## src/rtl/core/afs_pkg.sv

```systemverilog
package afs_pkg;

  localparam int HEADER_BYTES = 7;

  localparam logic [7:0] SYNC_BYTE   = 8'hFF;
  localparam logic [7:0] SYNC_SECOND = 8'hF1;
  localparam logic [3:0] SYNC_NIBBLE = 4'hF;

  localparam logic [12:0] MAX_FRAME_RESET = 13'd8191;
  localparam logic [12:0] HEADER_LEN      = 13'(HEADER_BYTES);
  localparam logic [2:0]  LAST_HDR_IDX    = 3'(HEADER_BYTES - 1);

  // result status codes
  localparam logic [2:0] ST_DATA     = 3'd0;
  localparam logic [2:0] ST_BAD_SYNC = 3'd1;
  localparam logic [2:0] ST_TOO_LONG = 3'd2;
  localparam logic [2:0] ST_SHORT    = 3'd3;
  localparam logic [2:0] ST_TRUNC    = 3'd4;
  localparam logic [2:0] ST_NO_SYNC  = 3'd5;

  typedef enum logic [1:0] {
    MODE_HUNT,
    MODE_HEADER,
    MODE_PAYLOAD
  } afs_mode_t;

  typedef struct packed {
    logic [7:0] data_byte;
    logic       stream_end;
  } afs_in_t;

  typedef struct packed {
    logic [7:0]  out_byte;
    logic        frame_last;
    logic [12:0] frame_length;
    logic [2:0]  status;
  } afs_out_t;

  // Work handed from the parser to the emitter. A header command expands to
  // seven beats; an item command gives its item and, with trunc_after, a
  // truncation beat behind it.
  typedef struct packed {
    logic                               is_header;
    logic                               trunc_after;
    afs_out_t                           item;
    logic [HEADER_BYTES-1:0][7:0]       hdr;
  } afs_cmd_t;

endpackage

```

## src/rtl/core/afs_front.sv

```systemverilog
module afs_front (
  input  logic             clk,
  input  logic             rst,
  input  logic             in_valid,
  output logic             in_ready,
  input  afs_pkg::afs_in_t in_data,
  input  logic             cfg_valid,
  output logic             cfg_ready,
  input  logic [12:0]      cfg_data,
  input  logic             q_full,
  output logic             q_push,
  output afs_pkg::afs_cmd_t q_cmd
);
  import afs_pkg::*;

  afs_mode_t   mode, mode_next;
  logic        prev_sync, prev_sync_next;
  logic [2:0]  hdr_cnt, hdr_cnt_next;
  logic [12:0] remaining, remaining_next;
  logic [12:0] cur_len, cur_len_next;
  logic [12:0] max_len;
  logic [7:0]  hdr_store [HEADER_BYTES];

  logic        accept;
  logic        hunt_hit;
  logic        hdr_done;
  logic        sync_ok;
  logic [12:0] hdr_len;
  logic [12:0] rem_dec;
  logic        pay_last;
  logic [7:0]  b;
  logic        eos;

  // hold both channels off while in reset
  assign in_ready  = !q_full && !rst;
  assign cfg_ready = !rst;
  assign accept    = in_valid && in_ready;
  assign b         = in_data.data_byte;
  assign eos       = in_data.stream_end;

  assign hunt_hit = prev_sync && (b == SYNC_SECOND);
  assign hdr_done = (hdr_cnt == LAST_HDR_IDX);
  assign sync_ok  = (hdr_store[0] == SYNC_BYTE) && (hdr_store[1][7:4] == SYNC_NIBBLE);
  assign hdr_len  = {hdr_store[3][1:0], hdr_store[4], hdr_store[5][7:5]};
  assign rem_dec  = (remaining != '0) ? remaining - 13'd1 : '0;
  assign pay_last = (rem_dec == '0);

  // next mode
  always_comb begin
    mode_next = mode;
    if (accept) begin
      unique case (mode)
        MODE_HUNT: begin
          if (hunt_hit && !eos) mode_next = MODE_HEADER;
        end
        MODE_HEADER: begin
          if (eos) begin
            mode_next = MODE_HUNT;
          end else if (hdr_done) begin
            if (!sync_ok || hdr_len > max_len || hdr_len < HEADER_LEN) begin
              mode_next = MODE_HUNT;
            end else if (hdr_len != HEADER_LEN) begin
              mode_next = MODE_PAYLOAD;
            end
          end
        end
        MODE_PAYLOAD: begin
          if (eos) mode_next = MODE_HUNT;
          else if (pay_last) mode_next = MODE_HEADER;
        end
        default: mode_next = MODE_HUNT;
      endcase
    end
  end

  // counters and commands
  always_comb begin
    prev_sync_next = prev_sync;
    hdr_cnt_next   = hdr_cnt;
    remaining_next = remaining;
    cur_len_next   = cur_len;
    q_push         = 1'b0;
    q_cmd          = '0;
    if (accept) begin
      unique case (mode)
        MODE_HUNT: begin
          if (hunt_hit) begin
            prev_sync_next = 1'b0;
            hdr_cnt_next   = 3'd2;
            if (eos) begin
              q_push             = 1'b1;
              q_cmd.item.status  = ST_TRUNC;
              hdr_cnt_next       = '0;
            end
          end else begin
            prev_sync_next = (b == SYNC_BYTE) && !eos;
            if (eos) begin
              q_push            = 1'b1;
              q_cmd.item.status = ST_NO_SYNC;
            end
          end
        end
        MODE_HEADER: begin
          if (!hdr_done) begin
            hdr_cnt_next = hdr_cnt + 3'd1;
            if (eos) begin
              q_push            = 1'b1;
              q_cmd.item.status = ST_TRUNC;
            end
          end else begin
            q_push                  = 1'b1;
            q_cmd.item.frame_length = hdr_len;
            if (!sync_ok) begin
              q_cmd.item.frame_length = '0;
              q_cmd.item.status       = ST_BAD_SYNC;
            end else if (hdr_len > max_len) begin
              q_cmd.item.status = ST_TOO_LONG;
            end else if (hdr_len < HEADER_LEN) begin
              q_cmd.item.status = ST_SHORT;
            end else if (eos && hdr_len != HEADER_LEN) begin
              q_cmd.item.status = ST_TRUNC;
            end else begin
              q_cmd.is_header = 1'b1;
              q_cmd.item.status = ST_DATA;
              q_cmd.hdr = {b, hdr_store[5], hdr_store[4], hdr_store[3],
                           hdr_store[2], hdr_store[1], hdr_store[0]};
              if (hdr_len != HEADER_LEN && !eos) begin
                cur_len_next   = hdr_len;
                remaining_next = hdr_len - HEADER_LEN;
              end
            end
          end
          if (eos || hdr_done) hdr_cnt_next = '0;
        end
        MODE_PAYLOAD: begin
          q_push                  = 1'b1;
          q_cmd.item.out_byte     = b;
          q_cmd.item.frame_last   = pay_last;
          q_cmd.item.frame_length = cur_len;
          q_cmd.item.status       = ST_DATA;
          q_cmd.trunc_after       = eos && !pay_last;
          remaining_next          = rem_dec;
          if (pay_last || eos) begin
            hdr_cnt_next = '0;
            cur_len_next = '0;
          end
          if (eos) remaining_next = '0;
        end
        default: begin
          prev_sync_next = 1'b0;
          hdr_cnt_next   = '0;
        end
      endcase
    end
  end

  always_ff @(posedge clk) begin
    if (rst) begin
      mode      <= MODE_HUNT;
      prev_sync <= 1'b0;
      hdr_cnt   <= '0;
      remaining <= '0;
      cur_len   <= '0;
      max_len   <= MAX_FRAME_RESET;
    end else begin
      mode      <= mode_next;
      prev_sync <= prev_sync_next;
      hdr_cnt   <= hdr_cnt_next;
      remaining <= remaining_next;
      cur_len   <= cur_len_next;
      if (cfg_valid && cfg_ready) max_len <= cfg_data;
    end
  end

  // header capture; the sync pair found in hunt fills the first two slots
  always_ff @(posedge clk) begin
    if (accept && mode == MODE_HUNT && hunt_hit) begin
      hdr_store[0] <= SYNC_BYTE;
      hdr_store[1] <= SYNC_SECOND;
    end else if (accept && mode == MODE_HEADER && !hdr_done) begin
      hdr_store[hdr_cnt] <= b;
    end
  end

endmodule

```

## src/rtl/core/afs_queue.sv

```systemverilog
module afs_queue #(
  parameter int DEPTH = 2
) (
  input  logic               clk,
  input  logic               rst,
  input  logic               push,
  input  afs_pkg::afs_cmd_t  push_cmd,
  output logic               full,
  input  logic               pop,
  output afs_pkg::afs_cmd_t  pop_cmd,
  output logic               not_empty
);
  import afs_pkg::*;

  localparam int AW = (DEPTH > 1) ? $clog2(DEPTH) : 1;
  localparam int CW = $clog2(DEPTH + 1);

  afs_cmd_t        slots [DEPTH];
  logic [AW-1:0]   wr_ptr, rd_ptr;
  logic [CW-1:0]   count;

  assign full      = (count == CW'(DEPTH));
  assign not_empty = (count != '0);
  assign pop_cmd   = slots[rd_ptr];

  always_ff @(posedge clk) begin
    if (rst) begin
      wr_ptr <= '0;
      rd_ptr <= '0;
      count  <= '0;
    end else begin
      if (push) wr_ptr <= (wr_ptr == AW'(DEPTH - 1)) ? '0 : wr_ptr + AW'(1);
      if (pop)  rd_ptr <= (rd_ptr == AW'(DEPTH - 1)) ? '0 : rd_ptr + AW'(1);
      if (push && !pop)      count <= count + CW'(1);
      else if (pop && !push) count <= count - CW'(1);
    end
  end

  always_ff @(posedge clk) begin
    if (push) slots[wr_ptr] <= push_cmd;
  end

endmodule

```

## src/rtl/core/afs_back.sv

```systemverilog
module afs_back (
  input  logic              clk,
  input  logic              rst,
  input  logic              q_valid,
  input  afs_pkg::afs_cmd_t q_cmd,
  output logic              q_pop,
  output logic              out_valid,
  input  logic              out_ready,
  output afs_pkg::afs_out_t out_data
);
  import afs_pkg::*;

  afs_cmd_t   cur;
  logic       cur_valid;
  logic [2:0] idx;
  afs_out_t   beat;
  logic       final_beat;
  logic       advance;

  // expand the current command into its beats
  always_comb begin
    beat = cur.item;
    if (cur.is_header) begin
      beat.out_byte   = cur.hdr[idx];
      beat.frame_last = (cur.item.frame_length == HEADER_LEN) && (idx == LAST_HDR_IDX);
      beat.status     = ST_DATA;
      final_beat      = (idx == LAST_HDR_IDX);
    end else begin
      if (idx != '0) begin
        beat.out_byte   = '0;
        beat.frame_last = 1'b0;
        beat.status     = ST_TRUNC;
      end
      final_beat = (idx != '0) || !cur.trunc_after;
    end
  end

  assign advance = cur_valid && (!out_valid || out_ready);
  assign q_pop   = q_valid && (!cur_valid || (advance && final_beat));

  always_ff @(posedge clk) begin
    if (rst) begin
      cur_valid <= 1'b0;
      idx       <= '0;
      out_valid <= 1'b0;
    end else begin
      if (advance) out_valid <= 1'b1;
      else if (out_ready) out_valid <= 1'b0;
      if (q_pop) begin
        cur_valid <= 1'b1;
        idx       <= '0;
      end else if (advance) begin
        if (final_beat) cur_valid <= 1'b0;
        idx <= idx + 3'd1;
      end
    end
  end

  always_ff @(posedge clk) begin
    if (q_pop) cur <= q_cmd;
    if (advance) out_data <= beat;
  end

endmodule

```

## src/rtl/core/adts_frame_splitter_unit.sv

```systemverilog
// ADTS frame splitter.
// in_*: one stream byte per beat with a stream_end flag. out_*: frame bytes,
// header first then payload, frame_last on the final byte; error and
// truncation beats carry a nonzero status and a zero byte.
// cfg_*: writes max_frame_bytes; ready except during reset, write only while idle.
// A parser classifies each byte and posts a command into a QUEUE_DEPTH-entry
// queue (two by default); an emitter expands commands into output beats
// through an output register. Throughput: one byte per cycle through hunt
// and payload while the queue has room; a complete header turns into a burst
// of seven beats, one per cycle while out_ready is high, during which the
// queue can fill and in_ready drop until the emitter catches up.
// When out_ready is low the output beat holds, the emitter stalls, and once
// the queue is full in_ready goes low; nothing is lost or repeated.
// Reset (synchronous rst): hunt mode, queue and output empty, max_frame_bytes
// back to 8191. No clearing pass is needed.
module adts_frame_splitter_unit #(
  parameter int QUEUE_DEPTH = 2
) (
  input  logic              clk,
  input  logic              rst,
  input  logic              in_valid,
  output logic              in_ready,
  input  afs_pkg::afs_in_t  in_data,
  output logic              out_valid,
  input  logic              out_ready,
  output afs_pkg::afs_out_t out_data,
  input  logic              cfg_valid,
  output logic              cfg_ready,
  input  logic [12:0]       cfg_data
);
  import afs_pkg::*;

  logic     q_full, q_push, q_pop, q_nonempty;
  afs_cmd_t push_cmd, pop_cmd;

  afs_front u_front (
    .clk       (clk),
    .rst       (rst),
    .in_valid  (in_valid),
    .in_ready  (in_ready),
    .in_data   (in_data),
    .cfg_valid (cfg_valid),
    .cfg_ready (cfg_ready),
    .cfg_data  (cfg_data),
    .q_full    (q_full),
    .q_push    (q_push),
    .q_cmd     (push_cmd)
  );

  afs_queue #(
    .DEPTH (QUEUE_DEPTH)
  ) u_queue (
    .clk       (clk),
    .rst       (rst),
    .push      (q_push),
    .push_cmd  (push_cmd),
    .full      (q_full),
    .pop       (q_pop),
    .pop_cmd   (pop_cmd),
    .not_empty (q_nonempty)
  );

  afs_back u_back (
    .clk       (clk),
    .rst       (rst),
    .q_valid   (q_nonempty),
    .q_cmd     (pop_cmd),
    .q_pop     (q_pop),
    .out_valid (out_valid),
    .out_ready (out_ready),
    .out_data  (out_data)
  );

endmodule

```

## config.mk

```make
export PLATFORM = sky130hd
export DESIGN_NAME = adts_frame_splitter_unit
export DESIGN_NICKNAME = d
export VERILOG_FILES = /design/src/rtl/core/afs_pkg.sv /design/src/rtl/core/afs_front.sv /design/src/rtl/core/afs_queue.sv /design/src/rtl/core/afs_back.sv /design/src/rtl/core/adts_frame_splitter_unit.sv
export SDC_FILE = /design/constraint.sdc
export NUM_CORES = 1
export LEC_CHECK = 0
export CAP_MARGIN = 0
export CORE_ASPECT_RATIO = 0.6
export CORE_MARGIN = 2
export CORE_UTILIZATION = 40
export DETAILED_ROUTE_END_ITERATION = 12
export DONT_BUFFER_PORTS = 1
export PLACE_DENSITY_LB_ADDON = 0.08
export SYNTH_ARGS = -nofsm -noshare
export SYNTH_HDL_FRONTEND = slang
export SYNTH_SLANG_ARGS = --single-unit
```

## constraint.sdc

```tcl
create_clock -name clk -period 7.7 [get_ports clk]
set_clock_uncertainty 0.15 [all_clocks]
set_input_delay 0 -clock clk [delete_from_list [all_inputs] [get_ports clk]]
set_output_delay 0 -clock clk [all_outputs]
set_load 0.02 [all_outputs]
```

==> results of run 1 <==
==> final cells by class <==
cell class / count / area (um^2)
clock inverter: 24 / 236
sequential: 376 / 10800
clock buffer: 44 / 995
multi-input combinational: 615 / 4500
inverter: 35 / 131
fill: 3339 / 20200
tap: 513 / 642
timing repair buffer: 58 / 556
==> worst reg2reg max path, cell delays in order (launching register included) <==
cell and delay [ns]:
dfxtp_1 1.03, inv_1 0.22, ha_1 0.31, a21oi_1 0.13
a21oi_1 0.08, o21ai_0 0.33, o21a_4 0.61, inv_1 0.17
ha_1 0.35, or3_1 0.38, a21oi_1 0.15, dlygate4sd3_1 0.55
==> metal layers <==
metal	up-vias	global-route usage, %	routed length (um)
met2	280	25.8	15300
met3	50	4.15	2620
li1	4208	-	-
met5	-	0	0
met4	0	4.07	543
met1	4609	33.5	21400
==> what timing repair did <==
item,in CTS,in global routing
hold buffers,45,0
hold endpoints to repair,166,0
endpoints found under the setup margin,0,0
==> registers in the layout (all words and copies together) (netlist names) <==
signal and count:
u_queue.slots 166, u_back.beat 13, u_queue.wr_ptr 1, u_queue.count 2
u_front.max_len 13, u_front.mode 2, u_back.cur 70, u_back.cur_valid 1
u_front.cur_len 13, u_front.prev_sync 1, u_front.hdr_cnt 3, u_queue.rd_ptr 1
u_front.remaining 13, u_back.idx 3, u_back.out_valid 1, u_front.hdr_store 48
u_back.out_data 25
==> report_power, final <==
part | internal [mW] | total [mW] | switching [mW]
Clock | 1.07 | 1.87 | 0.799
Sequential | 2.59 | 2.83 | 0.244
Combinational | 0.302 | 0.773 | 0.471
Total | 3.96 | 5.47 | 1.51
==> kinds of logic after synthesis <==
logic type	count (synthesis)	synth area share, %
AOI/OAI and AO/OA	173	7.65
buffers and inverters	99	2.44
DFF	376	69.0
adders and majority gates	26	2.09
muxes	102	7.87
and+or+nand+nor	295	9.88
xor gates and xnor gates	19	1.07
==> worst max path at each step <==
stage,end,slack (ns),depth (start not counted)
after floorplan,u_queue.slots[0][0],2.04,6
after global placement,u_queue.slots[1][71],3.61,8
after detailed placement,u_queue.slots[0][71],3.59,8
after CTS,u_queue.count[1],3.16,11
after global routing,u_queue.count[1],2.80,11
final,u_queue.count[1],3.20,11
==> layout by cell type, fill, tap and decap left out, drive strengths merged, types with 26 or more instances in the layout <==
| cell | netlist | layout |
|---|---|---|
| mux2 | 84 | 84 |
| and2 | 49 | 49 |
| clkbuf | 59 | 44 |
| edfxtp | 322 | 322 |
| ha | 26 | 26 |
| inv | 35 | 37 |
| nand2 | 52 | 52 |
| dlygate4sd3 | 0 | 44 |
| nor2 | 66 | 66 |
| o21ai | 34 | 34 |
| dfxtp | 54 | 54 |
| a21oi | 35 | 35 |
==> PnR_summary.wiki, run 1 <==
{| class="wikitable"
! Metric !! Value
|-
| Initial DRC Count || 996
|-
| Total overflow reported by the global router || 0
|-
| Most frequently used flop master after synthesis || edfxtp_1
|-
| Design Power || 5.47 mW
|-
| Type of element launching the critical path || register
|-
| Headroom to the max-slew limit || 17.9%
|-
| Number of buffers added on ports || 0
|-
| Number of enable-type register cells in the synthesized netlist || 322
|-
| Horiz. Die Dim || 259 um
|-
| Cell mode on critical path || a21oi_1
|-
| Starting utilization of the core area || 40.9%
|-
| Gates resized, CTS repair || 0
|-
| Reg clk slew, reported paths || 0.07 ns
|-
| Final count of hold timing violations || 2
|-
| Nets || 1176
|-
| Vias in the first global route || 8649
|-
| Global-route usage over all layers || 20.0%
|-
| First-pass GRT wire length || 59000 um
|-
| Reg-to-reg setup timing slack || 3.20 ns
|-
| F_max || 222 MHz
|-
| Non-Filler Instances || 1665
|-
| Outcome || finished with violations
|-
| Hold path startpoint || in_data[3]
|-
| Utilization after layout || 46.8%
|-
| Combined buffer and inverter count along the critical path || 3
|-
| Crit path arrival time || 4.83 ns
|-
| Clock latency at the later pin of the worst-skew pair || 0.54 ns
|-
| Endpoint kind of the worst setup timing path || register
|-
| Start of the worst register-to-register path || u_back.idx[0]
|-
| Sum Neg Setup Slack || 0 ns
|-
| Area of the die || 40600 um^2
|-
| Slowest cell on the critical path || dfxtp_1
|-
| Syn Nets || 1143
|-
| Leak pwr || 6.04 nW
|-
| Crit Reg-Reg Endpoint || u_queue.count[1]
|-
| Placed instance area || 16100 um^2
|-
| Dominant cell type by area after synthesis || edfxtp_1
|-
| Startpoint-to-endpoint class of the critical path || reg -> reg
|-
| Cell row count || 55
|-
| Die span in y || 157 um
|-
| Setup violations, final || 0
|-
| Number of vias per cell after detailed routing || 5.49
|-
| Final critical-path share of the clock period || 58.4%
|-
| Number of top-level pins || 55
|-
| Initial antenna violation count || 0
|-
| Cell total after placement || 1551
|-
| Worst Hold Path Cells || 3
|-
| Worst-case reg-to-reg path depth || 11
|-
| Clock Sink Count || 376
|-
| Worst-Margin Slew || 1.23 ns
|-
| RSZ-0062 raised after global routing || false
|-
| Fin Hold WS || -0.0151 ns
|-
| Top-area cell type share of the netlist area || 62.1%
|-
| Share of flip-flops with an asynchronous set or reset after synthesis || 0%
|-
| Total clock buffers created by CTS || 37
|-
| Largest delay share family, worst path || compound AO/OA/AOI/OAI gates
|-
| Placer congestion estimate || 0.794
|-
| Post-route cell area || 17800 um^2
|-
| Total wire length || 39800 um
|-
| Number of buffers inserted to repair setup after CTS || 0
|-
| Worst-case clock buffer depth || 3
|-
| Crit-path cells || inv_1 -> ha_1 -> a21oi_1 -> a21oi_1 -> o21ai_0 -> o21a_4 -> inv_1 -> ha_1 -> or3_1 -> a21oi_1 -> dlygate4sd3_1
|-
| Cell chosen for the clock root || clkbuf_16
|-
| H-tree Lvls || 2
|-
| Peak supply drop || 0.000167 V
|-
| Final slew viol count || 0
|-
| Number of synthesized register bits || 376
|-
| Routed vias || 9147
|-
| TritonCTS clock tree || yes
|-
| Count leader, synth || edfxtp_1
|-
| Yosys warnings || 0
|-
| DP Wirelength || 24600 um
|-
| Max-cap viol count || 0
|-
| Mean instance size in the synthesized netlist || 14.3 um^2
|-
| Detail-routed net length per standard cell || 23.9 um
|-
| Mapped Cells || 1090
|-
| Cell variety after synth || 61
|-
| Worst-case setup margin in the final layout || 3.20 ns
|-
| Top post-synthesis cells by count || 322 x edfxtp_1, 84 x mux2_2, 66 x nor2_1, 59 x clkbuf_1, 54 x dfxtp_1
|-
| Highest cell delay on the worst timing path || 1.03 ns
|-
| Post-synth design cell area || 15600 um^2
|-
| Sequential fraction of the synthesis area || 69.0%
|-
| Number of iterations in the first detailed-routing pass || 5
|-
| Final worst path period need || 4.50 ns
|-
| Largest cells by area after synthesis || edfxtp_1 62%, dfxtp_1 6.9%, mux2_2 6.1%, ha_1 2.1%, and2_1 1.9%
|-
| Post-route antenna net violation count || 0
|-
| Pin count of the biggest net entering global routing || 48
|-
| DRC viols || 0
|-
| Antenna Cells || 0
|-
| CP startpoint || u_back.idx[0]
|-
| Worst hold path endpoint || u_front.hdr_store[1][4]
|-
| Worst setup slack before clock tree synthesis || 3.59 ns
|-
| P per Cell Area || 307 nW/um^2
|-
| Area growth from synthesis to layout || 14.3%
|-
| Biggest fanout along the worst timing path || 42
|-
| Standard cell core area || 38100 um^2
|-
| Min-Delay Path Class || in -> reg
|-
| Violated checks || hold timing
|-
| Share of final-layout standard cells stronger than drive strength 1 || 16.1%
|-
| Data required time at the worst endpoint || 8.04 ns
|}
No activity file was read; power rests on OpenSTA's default activity.
==> run 2, diff against run 1 <==
--- a/config.mk
+++ b/config.mk
@@ -5,6 +5,7 @@
 export SDC_FILE = /design/constraint.sdc
 export NUM_CORES = 1
 export LEC_CHECK = 0
+export ABC_AREA = 1
 export CAP_MARGIN = 0
 export CORE_ASPECT_RATIO = 0.6
 export CORE_MARGIN = 2
==> constraint.sdc (replaced) <==
create_clock -name clk -period 4.38 [get_ports clk]
set_clock_uncertainty 0.15 [all_clocks]
set_input_delay 0 -clock clk [delete_from_list [all_inputs] [get_ports clk]]
set_output_delay 0 -clock clk [all_outputs]
set_load 0.02 [all_outputs]
==> run 2 against run 1 <==
Effect of this change: the flow now finishes without violations; power grew 73%; core utilization shrank 0.80 points; die area grew 1.1%; register-to-register slack lost 2.4 ns; combinational power grew 85%; maximum frequency grew 27%; hold slack gained 0.032 ns; flip-flop and latch count is the same; wire length grew 9.0%; clock-buffer cell count is the same; final area grew 0.62%; largest power group unchanged; highest routed layer unchanged.
==> PnR_summary.wiki, run 2 <==
{| class="wikitable"
! Metric !! Value
|-
| Startpoint-to-endpoint class of the critical path || reg -> reg
|-
| Detail-routed net length per standard cell || 21.0 um
|-
| Cell chosen for the clock root || clkbuf_16
|-
| Nets || 1574
|-
| Max-cap viol count || 0
|-
| Number of enable-type register cells in the synthesized netlist || 322
|-
| Met3 track demand over resource || 5.24%
|-
| Starting utilization of the core area || 40.4%
|-
| Worst-Margin Slew || 1.16 ns
|-
| Reg clk slew, reported paths || 0.07 ns
|-
| Standard cell core area || 39000 um^2
|-
| Worst-case clock buffer depth || 3
|-
| Top-area cell type share of the netlist area || 61.4%
|-
| Post-synth design cell area || 15800 um^2
|-
| Dominant cell type by area after synthesis || edfxtp_1
|-
| Most Used Layer, Global Route || met1
|-
| First-pass GRT wire length || 65100 um
|-
| Leak pwr || 7.03 nW
|-
| Gates resized, CTS repair || 0
|-
| Final critical-path share of the clock period || 80.6%
|-
| Most frequently used flop master after synthesis || edfxtp_1
|-
| DRC viols || 0
|-
| Commonest cells after routing, fill and taps aside || 405 x nand2_1, 322 x edfxtp_1, 162 x nor2_1
|-
| Post-route antenna net violation count || 0
|-
| Largest delay share family, worst path || compound AO/OA/AOI/OAI gates
|-
| RSZ-0062 raised after global routing || false
|-
| GR Util met1 || 35.1%
|-
| Net switching power figure || 2.82 mW
|-
| Share of final-layout standard cells stronger than drive strength 1 || 6.33%
|-
| H-tree Lvls || 2
|-
| Setup violations, final || 0
|-
| Clock Sink Count || 376
|-
| Placer congestion estimate || 0.906
|-
| Comb power frac || 15.1%
|-
| Mean instance size in the synthesized netlist || 10.7 um^2
|-
| Area of the die || 41000 um^2
|-
| DP Wirelength || 27800 um
|-
| Internal Dissipation || 6.64 mW
|-
| Area growth from synthesis to layout || 13.8%
|-
| F_max || 283 MHz
|-
| Number of vias per cell after detailed routing || 5.15
|-
| Highest cell delay on the worst timing path || 0.61 ns
|-
| Yosys warnings || 0
|-
| Initial antenna violation count || 0
|-
| Part of the power in registers || 52.8%
|-
| Slowest cell on the critical path || a21oi_2
|-
| Clock power frac || 32.1%
|-
| Endpoint kind of the worst setup timing path || register
|-
| Global-route usage over all layers || 21.6%
|-
| Cell variety after synth || 38
|-
| Number of iterations in the first detailed-routing pass || 5
|-
| Initial DRC Count || 1086
|-
| Sequential fraction of the synthesis area || 68.3%
|-
| Final worst path period need || 3.53 ns
|-
| Sum Neg Setup Slack || 0 ns
|-
| Outcome || finished, final reports clean
|-
| Register with the highest flop count || u_queue.slots
|-
| Headroom to the max-slew limit || 22.0%
|-
| Horiz. Die Dim || 260 um
|-
| Syn Nets || 1531
|-
| Min-Delay Path Class || in -> reg
|-
| Combined buffer and inverter count along the critical path || 3
|-
| Clock latency at the later pin of the worst-skew pair || 0.53 ns
|-
| Final slew viol count || 0
|-
| TritonCTS clock tree || yes
|-
| Crit path arrival time || 3.80 ns
|-
| Total overflow reported by the global router || 0
|-
| Number of top-level pins || 55
|-
| Largest cells by area after synthesis || edfxtp_1 61%, nand2_1 9.7%, dfxtp_1 6.9%, nor2_1 3.9%, inv_1 3.2%
|-
| Top post-synthesis cells by count || 405 x nand2_1, 322 x edfxtp_1, 164 x nor2_1, 135 x inv_1, 86 x o21ai_0
|-
| Grt met2 use || 28.5%
|-
| Biggest fanout along the worst timing path || 14
|-
| Data required time at the worst endpoint || 4.65 ns
|-
| Count leader, synth || nand2_1
|-
| Die span in y || 158 um
|-
| Routed vias || 10700
|-
| Total wire length || 43400 um
|-
| P per Cell Area || 528 nW/um^2
|-
| Total clock buffers created by CTS || 37
|-
| Number of hold buffers added after CTS || 44
|-
| Number of buffers inserted to repair setup after CTS || 0
|-
| Final count of hold timing violations || 0
|-
| Vias in the first global route || 9958
|-
| Type of element launching the critical path || register
|-
| Design Power || 9.46 mW
|-
| Cell row count || 56
|-
| Number of flip-flops in the largest register || 166
|-
| Mapped Cells || 1478
|-
| Pin count of the biggest net entering global routing || 87
|-
| Switching share of power || 29.9%
|-
| Number of buffers added on ports || 0
|-
| Crit-path cells || inv_2 -> a21oi_2 -> nand2_2 -> inv_1 -> nand2_1 -> a21oi_2 -> nand3_4 -> nand2_1 -> a21oi_1 -> dlygate4sd3_1
|-
| Top flop regs || u_queue.slots (166), u_back.cur (70), u_front.hdr_store (48)
|-
| Most frequent standard cell in the layout excluding fill and tap cells || nand2_1
|-
| Peak supply drop || 0.000293 V
|-
| Share of flip-flops with an asynchronous set or reset after synthesis || 0%
|-
| Number of synthesized register bits || 376
|-
| Utilization after layout || 46.0%
|}
==> run 2: metrics by stage <==
stage	std cells	instance area (um^2)	hold slack [ns]	setup WS, ns
3_5_place_dp	1960	16400	-0.0770	1.21
4_1_cts	2069	17900	0.00241	0.897
5_1_grt	2069	17900	0.0332	0.711
6_report	2070	17900	0.0168	0.851
2_1_floorplan	1478	15800	-0.0511	0.260
3_3_place_gp	1960	16400	-0.0767	1.21
==> run 2: final timing paths <==
check	startpoint	endpoint	slack, ns	cells after the start
setup / recovery	u_queue.count[0]	u_front.cur_len[4]	0.85	10
hold / removal	cfg_data[9]	u_front.max_len[9]	0.02	3
setup reg to reg	u_queue.count[0]	u_front.cur_len[4]	0.85	10
hold reg to reg	u_front.cur_len[2]	u_front.cur_len[2]	0.32	2
==> run 2: logic make-up after synthesis <==
family	count (synthesis)	share of synthesized area (%)
AND/OR/NAND/NOR	675	17.6
buffers and inverters	198	4.93
adder cells (fa/ha/maj)	26	2.07
AO/OA/AOI/OAI	198	6.91
XOR/XNOR	5	0.278
flip-flops	376	68.3
==> run 2: power by group through the flow <==
stage / clock network [mW] / registers, mW / logic (mW)
after global routing: 3.26 / 5.04 / 1.60
after floorplan: 0 / 4.92 / 0.888
after global placement: 0 / 5.07 / 1.40
final: 3.04 / 5.00 / 1.43
after detailed placement: 0 / 5.05 / 1.40
after CTS: 3.11 / 5.00 / 1.46
==> run 2: layout make-up <==
| class | instances | area (um^2) |
|---|---|---|
| tap | 522 | 653 |
| timing repair buffer | 62 | 623 |
| sequential | 376 | 10800 |
| clock buffer | 44 | 952 |
| inverter | 140 | 526 |
| multi-input combinational | 904 | 4260 |
| antenna | 1 | 2.50 |
| fill | 3628 | 21000 |
| clock inverter | 21 | 160 |
==> run 2: worst register-to-register path, cell delays in order (launching register included) <==
cell,delay (ns)
dfxtp_1,0.36
inv_2,0.08
a21oi_2,0.35
nand2_2,0.24
inv_1,0.23
nand2_1,0.40
a21oi_2,0.61
nand3_4,0.26
nand2_1,0.12
a21oi_1,0.06
dlygate4sd3_1,0.56
==> run 2: routing by layer <==
layer / share of wire [%] / wire length [um]
met4: 1.5 / 662
met3: 8.2 / 3570
met1: 52 / 22400
met2: 39 / 16800
met5: 0 / 0
